### src/rtl/dlbp_pkg.sv
package dlbp_pkg;

  localparam int unsigned ACC_W      = 41;
  localparam int unsigned LEFT_W     = 40;
  localparam int unsigned RECLEN_W   = 27;
  localparam int unsigned BPP_W      = 4;
  localparam int unsigned NREC_W     = 10;
  localparam int unsigned PROD1_W    = RECLEN_W + BPP_W;
  localparam int unsigned CFG_IDX_W  = 3;
  localparam int unsigned CFG_DATA_W = 32;

  localparam logic [7:0]       HASH_CHAR  = 8'h23;
  localparam logic [3:0]       MAX_DIGITS = 4'd15;
  localparam logic [4:0]       HEX_BASE   = 5'd16;
  localparam logic [ACC_W-1:0] ACC_SAT    = {1'b1, {(ACC_W-1){1'b0}}};
  localparam logic [ACC_W-1:0] ACC_BAD    = {ACC_W{1'b1}};

  localparam logic [CFG_IDX_W-1:0] REG_ARMED        = 3'd0;
  localparam logic [CFG_IDX_W-1:0] REG_RECORD_LEN   = 3'd1;
  localparam logic [CFG_IDX_W-1:0] REG_BYTES_PER_PT = 3'd2;
  localparam logic [CFG_IDX_W-1:0] REG_MULTI_RECORD = 3'd3;
  localparam logic [CFG_IDX_W-1:0] REG_NUM_RECORDS  = 3'd4;

  typedef enum logic [2:0] {
    ST_DROP   = 3'd0,
    ST_HEADER = 3'd1,
    ST_DATA   = 3'd2,
    ST_LAST   = 3'd3,
    ST_REJECT = 3'd4
  } status_t;

  typedef enum logic [3:0] {
    PH_HUNT  = 4'b0001,
    PH_COUNT = 4'b0010,
    PH_LEN   = 4'b0100,
    PH_DATA  = 4'b1000
  } phase_t;

  typedef struct packed {
    logic             armed;
    logic [ACC_W-1:0] expect_len;
  } dlbp_cfg_t;

  // HEX_BASE marks a byte that is not a hex digit
  function automatic logic [4:0] hex_value(input logic [7:0] c);
    logic [4:0] v;
    v = HEX_BASE;
    if (c >= 8'h30 && c <= 8'h39) begin
      v = 5'(c - 8'h30);
    end else if (c >= 8'h61 && c <= 8'h66) begin
      v = 5'(c - 8'h61 + 8'd10);
    end else if (c >= 8'h41 && c <= 8'h46) begin
      v = 5'(c - 8'h41 + 8'd10);
    end
    return v;
  endfunction

endpackage

### src/rtl/dlbp_cfg.sv
module dlbp_cfg
  import dlbp_pkg::*;
(
  input  logic                  clk,
  input  logic                  rst,
  input  logic                  wr_en,
  input  logic [CFG_IDX_W-1:0]  wr_index,
  input  logic [CFG_DATA_W-1:0] wr_data,
  output dlbp_cfg_t             cfg,
  output logic                  busy
);

  logic                armed;
  logic [RECLEN_W-1:0] record_length;
  logic [BPP_W-1:0]    bytes_per_point;
  logic                multi_record;
  logic [NREC_W-1:0]   num_records;
  logic [PROD1_W-1:0]  prod1;
  logic [ACC_W-1:0]    expect_len;
  logic [NREC_W-1:0]   frames;
  logic                settle;

  always_ff @(posedge clk) begin
    if (rst) begin
      armed           <= 1'b0;
      record_length   <= RECLEN_W'(1);
      bytes_per_point <= BPP_W'(1);
      multi_record    <= 1'b0;
      num_records     <= NREC_W'(1);
    end else if (wr_en) begin
      case (wr_index)
        REG_ARMED:        armed           <= wr_data[0];
        REG_RECORD_LEN:   record_length   <= wr_data[RECLEN_W-1:0];
        REG_BYTES_PER_PT: bytes_per_point <= wr_data[BPP_W-1:0];
        REG_MULTI_RECORD: multi_record    <= wr_data[0];
        REG_NUM_RECORDS:  num_records     <= wr_data[NREC_W-1:0];
        default: ;
      endcase
    end
  end

  assign frames = multi_record ? num_records : NREC_W'(1);

  // Two-stage product: prod1, then expect_len.
  always_ff @(posedge clk) begin
    if (rst) begin
      prod1      <= PROD1_W'(1);
      expect_len <= ACC_W'(1);
    end else begin
      prod1      <= PROD1_W'(record_length) * PROD1_W'(bytes_per_point);
      expect_len <= ACC_W'(prod1) * ACC_W'(frames);
    end
  end

  // Hold the input in the write cycle and the one after, so the first byte
  // that can reach the compare sees the settled product
  always_ff @(posedge clk) begin
    if (rst) begin
      settle <= 1'b0;
    end else begin
      settle <= wr_en;
    end
  end

  assign busy = wr_en || settle;

  assign cfg.armed      = armed;
  assign cfg.expect_len = expect_len;

endmodule

### src/rtl/dlbp_parser.sv
module dlbp_parser
  import dlbp_pkg::*;
(
  input  logic       clk,
  input  logic       rst,
  input  dlbp_cfg_t  cfg,
  input  logic       cfg_hold,
  input  logic       in_valid,
  output logic       in_stall,
  input  logic [7:0] rx_byte,
  output logic       out_valid,
  input  logic       out_stall,
  output status_t    status,
  output logic [7:0] payload_byte
);

  logic              s1_valid;
  logic [7:0]        s1_byte;
  logic              advance;

  phase_t            phase, phase_next;
  logic [3:0]        digits_left, digits_left_next;
  logic [ACC_W-1:0]  length_acc, length_acc_next;
  logic [LEFT_W-1:0] payload_left, payload_left_next;
  status_t           status_next;
  logic [7:0]        data_next;

  logic [4:0]        nb;
  logic              is_dec;
  logic [ACC_W+3:0]  acc_x10;

  assign advance  = !out_valid || !out_stall;
  assign in_stall = (s1_valid && !advance) || cfg_hold;

  // Input register: hold while the result register is blocked
  always_ff @(posedge clk) begin
    if (rst) begin
      s1_valid <= 1'b0;
    end else if (advance || !s1_valid) begin
      s1_valid <= in_valid && !in_stall;
    end
  end

  always_ff @(posedge clk) begin
    if (!in_stall && in_valid) begin
      s1_byte <= rx_byte;
    end
  end

  assign nb      = hex_value(s1_byte);
  assign is_dec  = (s1_byte >= 8'h30) && (s1_byte <= 8'h39);
  assign acc_x10 = ({4'b0, length_acc} << 3) + ({4'b0, length_acc} << 1)
                 + (ACC_W+4)'(s1_byte[3:0]);

  always_comb begin
    phase_next        = phase;
    digits_left_next  = digits_left;
    length_acc_next   = length_acc;
    payload_left_next = payload_left;
    status_next       = ST_DROP;
    data_next         = 8'h00;
    if (!cfg.armed) begin
      phase_next        = PH_HUNT;
      digits_left_next  = 4'd0;
      length_acc_next   = '0;
      payload_left_next = '0;
    end else begin
      case (phase)
        PH_HUNT: begin
          if (s1_byte == HASH_CHAR) begin
            phase_next  = PH_COUNT;
            status_next = ST_HEADER;
          end
        end
        PH_COUNT: begin
          if (nb != 5'd0 && nb <= {1'b0, MAX_DIGITS}) begin
            digits_left_next = nb[3:0];
            length_acc_next  = '0;
            phase_next       = PH_LEN;
            status_next      = ST_HEADER;
          end else begin
            phase_next        = PH_HUNT;
            digits_left_next  = 4'd0;
            length_acc_next   = '0;
            payload_left_next = '0;
            status_next       = ST_REJECT;
          end
        end
        PH_LEN: begin
          // Saturate at ACC_SAT; a non-decimal digit poisons the length
          if (is_dec) begin
            if (length_acc != ACC_BAD) begin
              if (length_acc >= ACC_SAT || acc_x10 > (ACC_W+4)'(ACC_SAT)) begin
                length_acc_next = ACC_SAT;
              end else begin
                length_acc_next = acc_x10[ACC_W-1:0];
              end
            end
          end else begin
            length_acc_next = ACC_BAD;
          end
          status_next = ST_HEADER;
          if (digits_left > 4'd1) begin
            digits_left_next = digits_left - 4'd1;
          end else if (cfg.expect_len != '0 && length_acc_next == cfg.expect_len) begin
            payload_left_next = cfg.expect_len[LEFT_W-1:0];
            digits_left_next  = 4'd0;
            phase_next        = PH_DATA;
          end else begin
            phase_next        = PH_HUNT;
            digits_left_next  = 4'd0;
            length_acc_next   = '0;
            payload_left_next = '0;
            status_next       = ST_REJECT;
          end
        end
        PH_DATA: begin
          data_next = s1_byte;
          if (payload_left > LEFT_W'(1)) begin
            payload_left_next = payload_left - LEFT_W'(1);
            status_next       = ST_DATA;
          end else begin
            phase_next        = PH_HUNT;
            digits_left_next  = 4'd0;
            length_acc_next   = '0;
            payload_left_next = '0;
            status_next       = ST_LAST;
          end
        end
        default: begin
          phase_next        = PH_HUNT;
          digits_left_next  = 4'd0;
          length_acc_next   = '0;
          payload_left_next = '0;
        end
      endcase
    end
  end

  // Advance parser state and result register together
  always_ff @(posedge clk) begin
    if (rst) begin
      out_valid    <= 1'b0;
      phase        <= PH_HUNT;
      digits_left  <= 4'd0;
      length_acc   <= '0;
      payload_left <= '0;
    end else if (advance) begin
      out_valid <= s1_valid;
      if (s1_valid) begin
        phase        <= phase_next;
        digits_left  <= digits_left_next;
        length_acc   <= length_acc_next;
        payload_left <= payload_left_next;
      end
    end
  end

  always_ff @(posedge clk) begin
    if (advance && s1_valid) begin
      status       <= status_next;
      payload_byte <= data_next;
    end
  end

endmodule

### src/rtl/definite_length_block_parser_core.sv
// A byte accepted is held in the input register, then processed into the
// result register, where its result turns valid and waits to be taken.
// Throughput: one byte per cycle unless out_stall or a register write holds
// the input; the two registers let a new byte enter while a result waits.
// A register write stalls the input in its cycle and the next one while the
// two-stage length product settles. Reset clears the parser to hunting for '#'.
module definite_length_block_parser_core
  import dlbp_pkg::*;
(
  input  logic                  clk,
  input  logic                  rst,
  input  logic                  cfg_valid,
  output logic                  cfg_ready,
  input  logic [CFG_IDX_W-1:0]  cfg_index,
  input  logic [CFG_DATA_W-1:0] cfg_data,
  input  logic                  in_valid,
  output logic                  in_stall,
  input  logic [7:0]            rx_byte,
  output logic                  out_valid,
  input  logic                  out_stall,
  output logic [2:0]            status,
  output logic [7:0]            payload_byte
);

  dlbp_cfg_t cfg;
  logic      cfg_busy;
  status_t   status_q;

  assign cfg_ready = 1'b1;

  dlbp_cfg u_cfg (
    .clk      (clk),
    .rst      (rst),
    .wr_en    (cfg_valid && cfg_ready),
    .wr_index (cfg_index),
    .wr_data  (cfg_data),
    .cfg      (cfg),
    .busy     (cfg_busy)
  );

  dlbp_parser u_parser (
    .clk          (clk),
    .rst          (rst),
    .cfg          (cfg),
    .cfg_hold     (cfg_busy),
    .in_valid     (in_valid),
    .in_stall     (in_stall),
    .rx_byte      (rx_byte),
    .out_valid    (out_valid),
    .out_stall    (out_stall),
    .status       (status_q),
    .payload_byte (payload_byte)
  );

  assign status = status_q;

endmodule

### config.mk
export PLATFORM = sky130hd
export DESIGN_NAME = definite_length_block_parser_core
export DESIGN_NICKNAME = d
export VERILOG_FILES = /design/src/rtl/dlbp_pkg.sv /design/src/rtl/dlbp_cfg.sv /design/src/rtl/dlbp_parser.sv /design/src/rtl/definite_length_block_parser_core.sv
export SDC_FILE = /design/constraint.sdc
export NUM_CORES = 2
export LEC_CHECK = 0
export ABC_AREA = 1
export BUFFER_PORTS_ARGS = -buffer_cell sky130_fd_sc_hd__clkbuf_2
export CAP_MARGIN = 20
export CORE_UTILIZATION = 50
export CTS_BUF_LIST = sky130_fd_sc_hd__clkbuf_16
export CTS_CLUSTER_SIZE = 28
export DETAILED_ROUTE_END_ITERATION = 10
export PLACE_DENSITY = 0.74
export SLEW_MARGIN = 20
export SYNTH_ARGS = -nofsm -noshare
export SYNTH_HDL_FRONTEND = slang
export SYNTH_SLANG_ARGS = --single-unit
### constraint.sdc
create_clock -name clk -period 8.99 [get_ports clk]
set_clock_uncertainty 0.2 [all_clocks]
set_input_delay 2.2475 -clock clk [delete_from_list [all_inputs] [get_ports clk]]
set_output_delay 2.2475 -clock clk [all_outputs]
set_load 0.02 [all_outputs]
==> metrics.cfg <==
[status]
status=completed

[floorplanning]
ioPinCount=62
core-area_sq_um=52600
num_rows=84
dieArea_sq_um=54200
initial_core_util_pct=50.7
die_w_microns=233
fp.dieH_microns=233

[power_and_ir_drop]
clkPwrFrac_pct=46.8
swShare_pct=26.3
seqPwrFrac_pct=47.4
power_density_nw_per_um2=79.2
p_int_mw=1.65
power.total_mw=2.24
combPwrFrac_pct=5.8
p_leak_nw=14.3
netSwitchingPower_uw=588
max-vdd-ir-drop_v=0.000143

[sta]
rsz0062_at_grt=false
worst_slack_ns=1.40
worstMarginPinSlew_ns=1.06
relSlewSlack_pct=29.1
min_period_ns=7.59
final.setup.tns_ns=0
drv_slew=0
holdWs_ns=0.280
finalHoldViolations=0
post-route-period-util_pct=84.5
setup_viol_count_final=0
max_freq_mhz=132

[global_routing]
grt_pass1_vias=23212
overflow=0
grt_use_total_pct=27.1
grt_pass1_wl_mm=118
antenna_found_initial=0
grt_max_degree=94

[critical_path]
slowest_stage=inv_1
startpoint_type=flop
worstPathRequired_ns=9.26
criticalPathCategory=reg2reg
critPathCaptureType=flop
slowest_delay_ns=0.79
crit_top_cell=nand2_1
cp.arrival_ns=7.87
path_buf_inv=3
critPathTopFamily=adder cells
crit_fanout=30

[final_layout]
drive_gt1_share_pct=3.80
final_common_cell=nand2_1
fin_cells=4610
syn2layout_area_growth_pct=6.03
final_cell_mix=nand2_1 (1078), inv_1 (676), nor2_1 (438)
fill_cells=5209
stdcell_area_sq_um=28200
fin_nets=4431
antennaDiodeCount=0
final_util_pct=53.7

[yosys]
synth_top_family_by_area=adder cells
synthMuxAreaShare_pct=0
synth-seq-area-share_pct=17.7
synth-compound-area-share_pct=9.59
synthSimpleGateAreaFrac_pct=29.5
synth.area.top_cells=fa_1 (21%), dfxtp_1 (16%), nand2_1 (15%), inv_1 (9.5%), ha_1 (9.4%)
async_flop_share_pct=0
netlist_area_sq_um=26600
synth_flop_cell=dfxtp_1
ys_ff_latch=226
synth_top_area_share_pct=21.2
syn_avg_cell_area_sq_um=6.78
synth_edf_count=19
synth_warnings=0
synthXorXnorAreaFrac_pct=0.987
netlist_instances=3925
syn_nets=4454
ys_types=49
yosys.area_share.adder_pct=30.6
synth_area_leader_cell=fa_1

[drt]
wire_per_inst_microns=15.7
drt_wl_total_mm=72.5
firstDrtPassIters=6
drt_iter0_markers=1813
route.detailed.drc=0
vias=24498
vias_per_cell=5.31
drtAntennaViolNets=0

[place]
placed_cells=4561
dp_slack_ns=1.43
place.gp.congestion=0.990
place_area_sq_um=27400
dpl.hpwl_mm=57.2
io_buffers=55

[clocking]
htree_num_levels=1
cts_buffers=27
clk_latency_ns=0.59
cts_tree=yes
cts_setup_buffers=0
clkSinkCount=226
hold_buffers=0
clockRootBuffer=clkbuf_16
cts_max_path_buffers=3
path_clk_slew_ns=0.06
cts_resized=0

[flow_run]
drv_cap=0

[worst_hold_path]
hold_class=reg2reg

[registers in the layout, summed over array words and instances, names as in the netlist]
register / count
u_parser.s1_byte: 8
u_cfg.expect_len: 41
u_cfg.num_records: 10
u_parser.payload_left: 40
u_parser.phase: 4
u_parser.digits_left: 4
u_cfg.record_length: 27
u_parser.s1_valid: 1
u_parser.status: 3
u_cfg.prod1: 31
u_parser.payload_byte: 8
u_cfg.bytes_per_point: 4
u_cfg.multi_record: 1
u_parser.out_valid: 1
u_cfg.armed: 1
u_parser.length_acc: 41
u_cfg.settle: 1
[Yosys cell counts, types with 2 or more instances]
cell type	n
o221ai_1	3
fa_1	282
nand2_1	1078
o21ai_0	144
nand3_1	228
buf_4	2
o22ai_1	3
a31oi_1	12
nand3b_1	26
nor3_1	33
nor2_1	440
buf_6	5
a211oi_1	2
edfxtp_1	19
nand3_2	10
clkinv_1	3
nand4_1	39
xnor2_1	13
buf_1	21
nor3b_1	2
and2_1	3
o21a_1	17
o21bai_1	4
o211ai_1	9
buf_2	10
a21oi_1	263
o31ai_1	4
ha_1	199
a21boi_0	12
clkbuf_1	90
inv_2	4
inv_1	673
nor2_2	3
xor2_1	17
a21o_1	2
or2_2	6
dfxtp_1	207
nor4_1	26
[kinds of logic after synthesis]
family / after synthesis
AO/OA/AOI/OAI: 478
XOR/XNOR: 30
adder cells (fa/ha/maj): 481
buffers and inverters: 808
flip-flops: 226
other: 1
AND/OR/NAND/NOR: 1901
[area by class of cell]
type                       instances  area [sq um]  share of cell area [%]
clock buffer                      27           676                    2.39
inverter                         680          2550                    9.04
clock inverter                    22           151                   0.536
tap                              688           861                    3.05
timing repair buffer              76           435                    1.54
multi-input combinational       2891         18800                    66.7
sequential                       226          4710                    16.7
[final timing paths]
| path | start | end | slack [ns] | cells after the start |
|---|---|---|---|---|
| hold / removal | u_cfg.num_records[9]$_SDFFE_PP0P_ | u_cfg.num_records[9]$_SDFFE_PP0P_ | 0.28 | 2 |
| setup reg to reg | u_cfg.multi_record$_SDFFE_PP0P_ | u_cfg.expect_len[37]$_SDFF_PP0_ | 1.40 | 27 |
| setup / recovery | u_cfg.multi_record$_SDFFE_PP0P_ | u_cfg.expect_len[37]$_SDFF_PP0_ | 1.40 | 27 |
| hold reg to reg | u_cfg.num_records[9]$_SDFFE_PP0P_ | u_cfg.num_records[9]$_SDFFE_PP0P_ | 0.28 | 2 |
[power by group through the flow]
| stage | clock network [mW] | registers [mW] | logic (mW) |
|---|---|---|---|
| 2_1_floorplan | 0 | 1.06 | 0.0931 |
| 3_3_place_gp | 0 | 1.08 | 0.126 |
| 3_5_place_dp | 0 | 1.08 | 0.128 |
| 4_1_cts | 1.06 | 1.06 | 0.129 |
| 5_1_grt | 1.09 | 1.06 | 0.146 |
| 6_report | 1.05 | 1.06 | 0.129 |
[per-layer routing]
layer | vias up | part of all wire [%] | global-route usage (%)
met3 | 149 | 7.1 | 4.07
met2 | 851 | 46 | 45.2
met4 | 0 | 4.0 | 9.99
met5 | - | 0 | 0
met1 | 11301 | 43 | 35.4
li1 | 12197 | - | -
[worst min-delay path: cells and delay by family (launching register included)]
| kind | cells | cell delay (ns) |
|---|---|---|
| flops | 1 | 0.32 |
| simple gates | 2 | 0.13 |
Power figures use the tool's default switching activity.
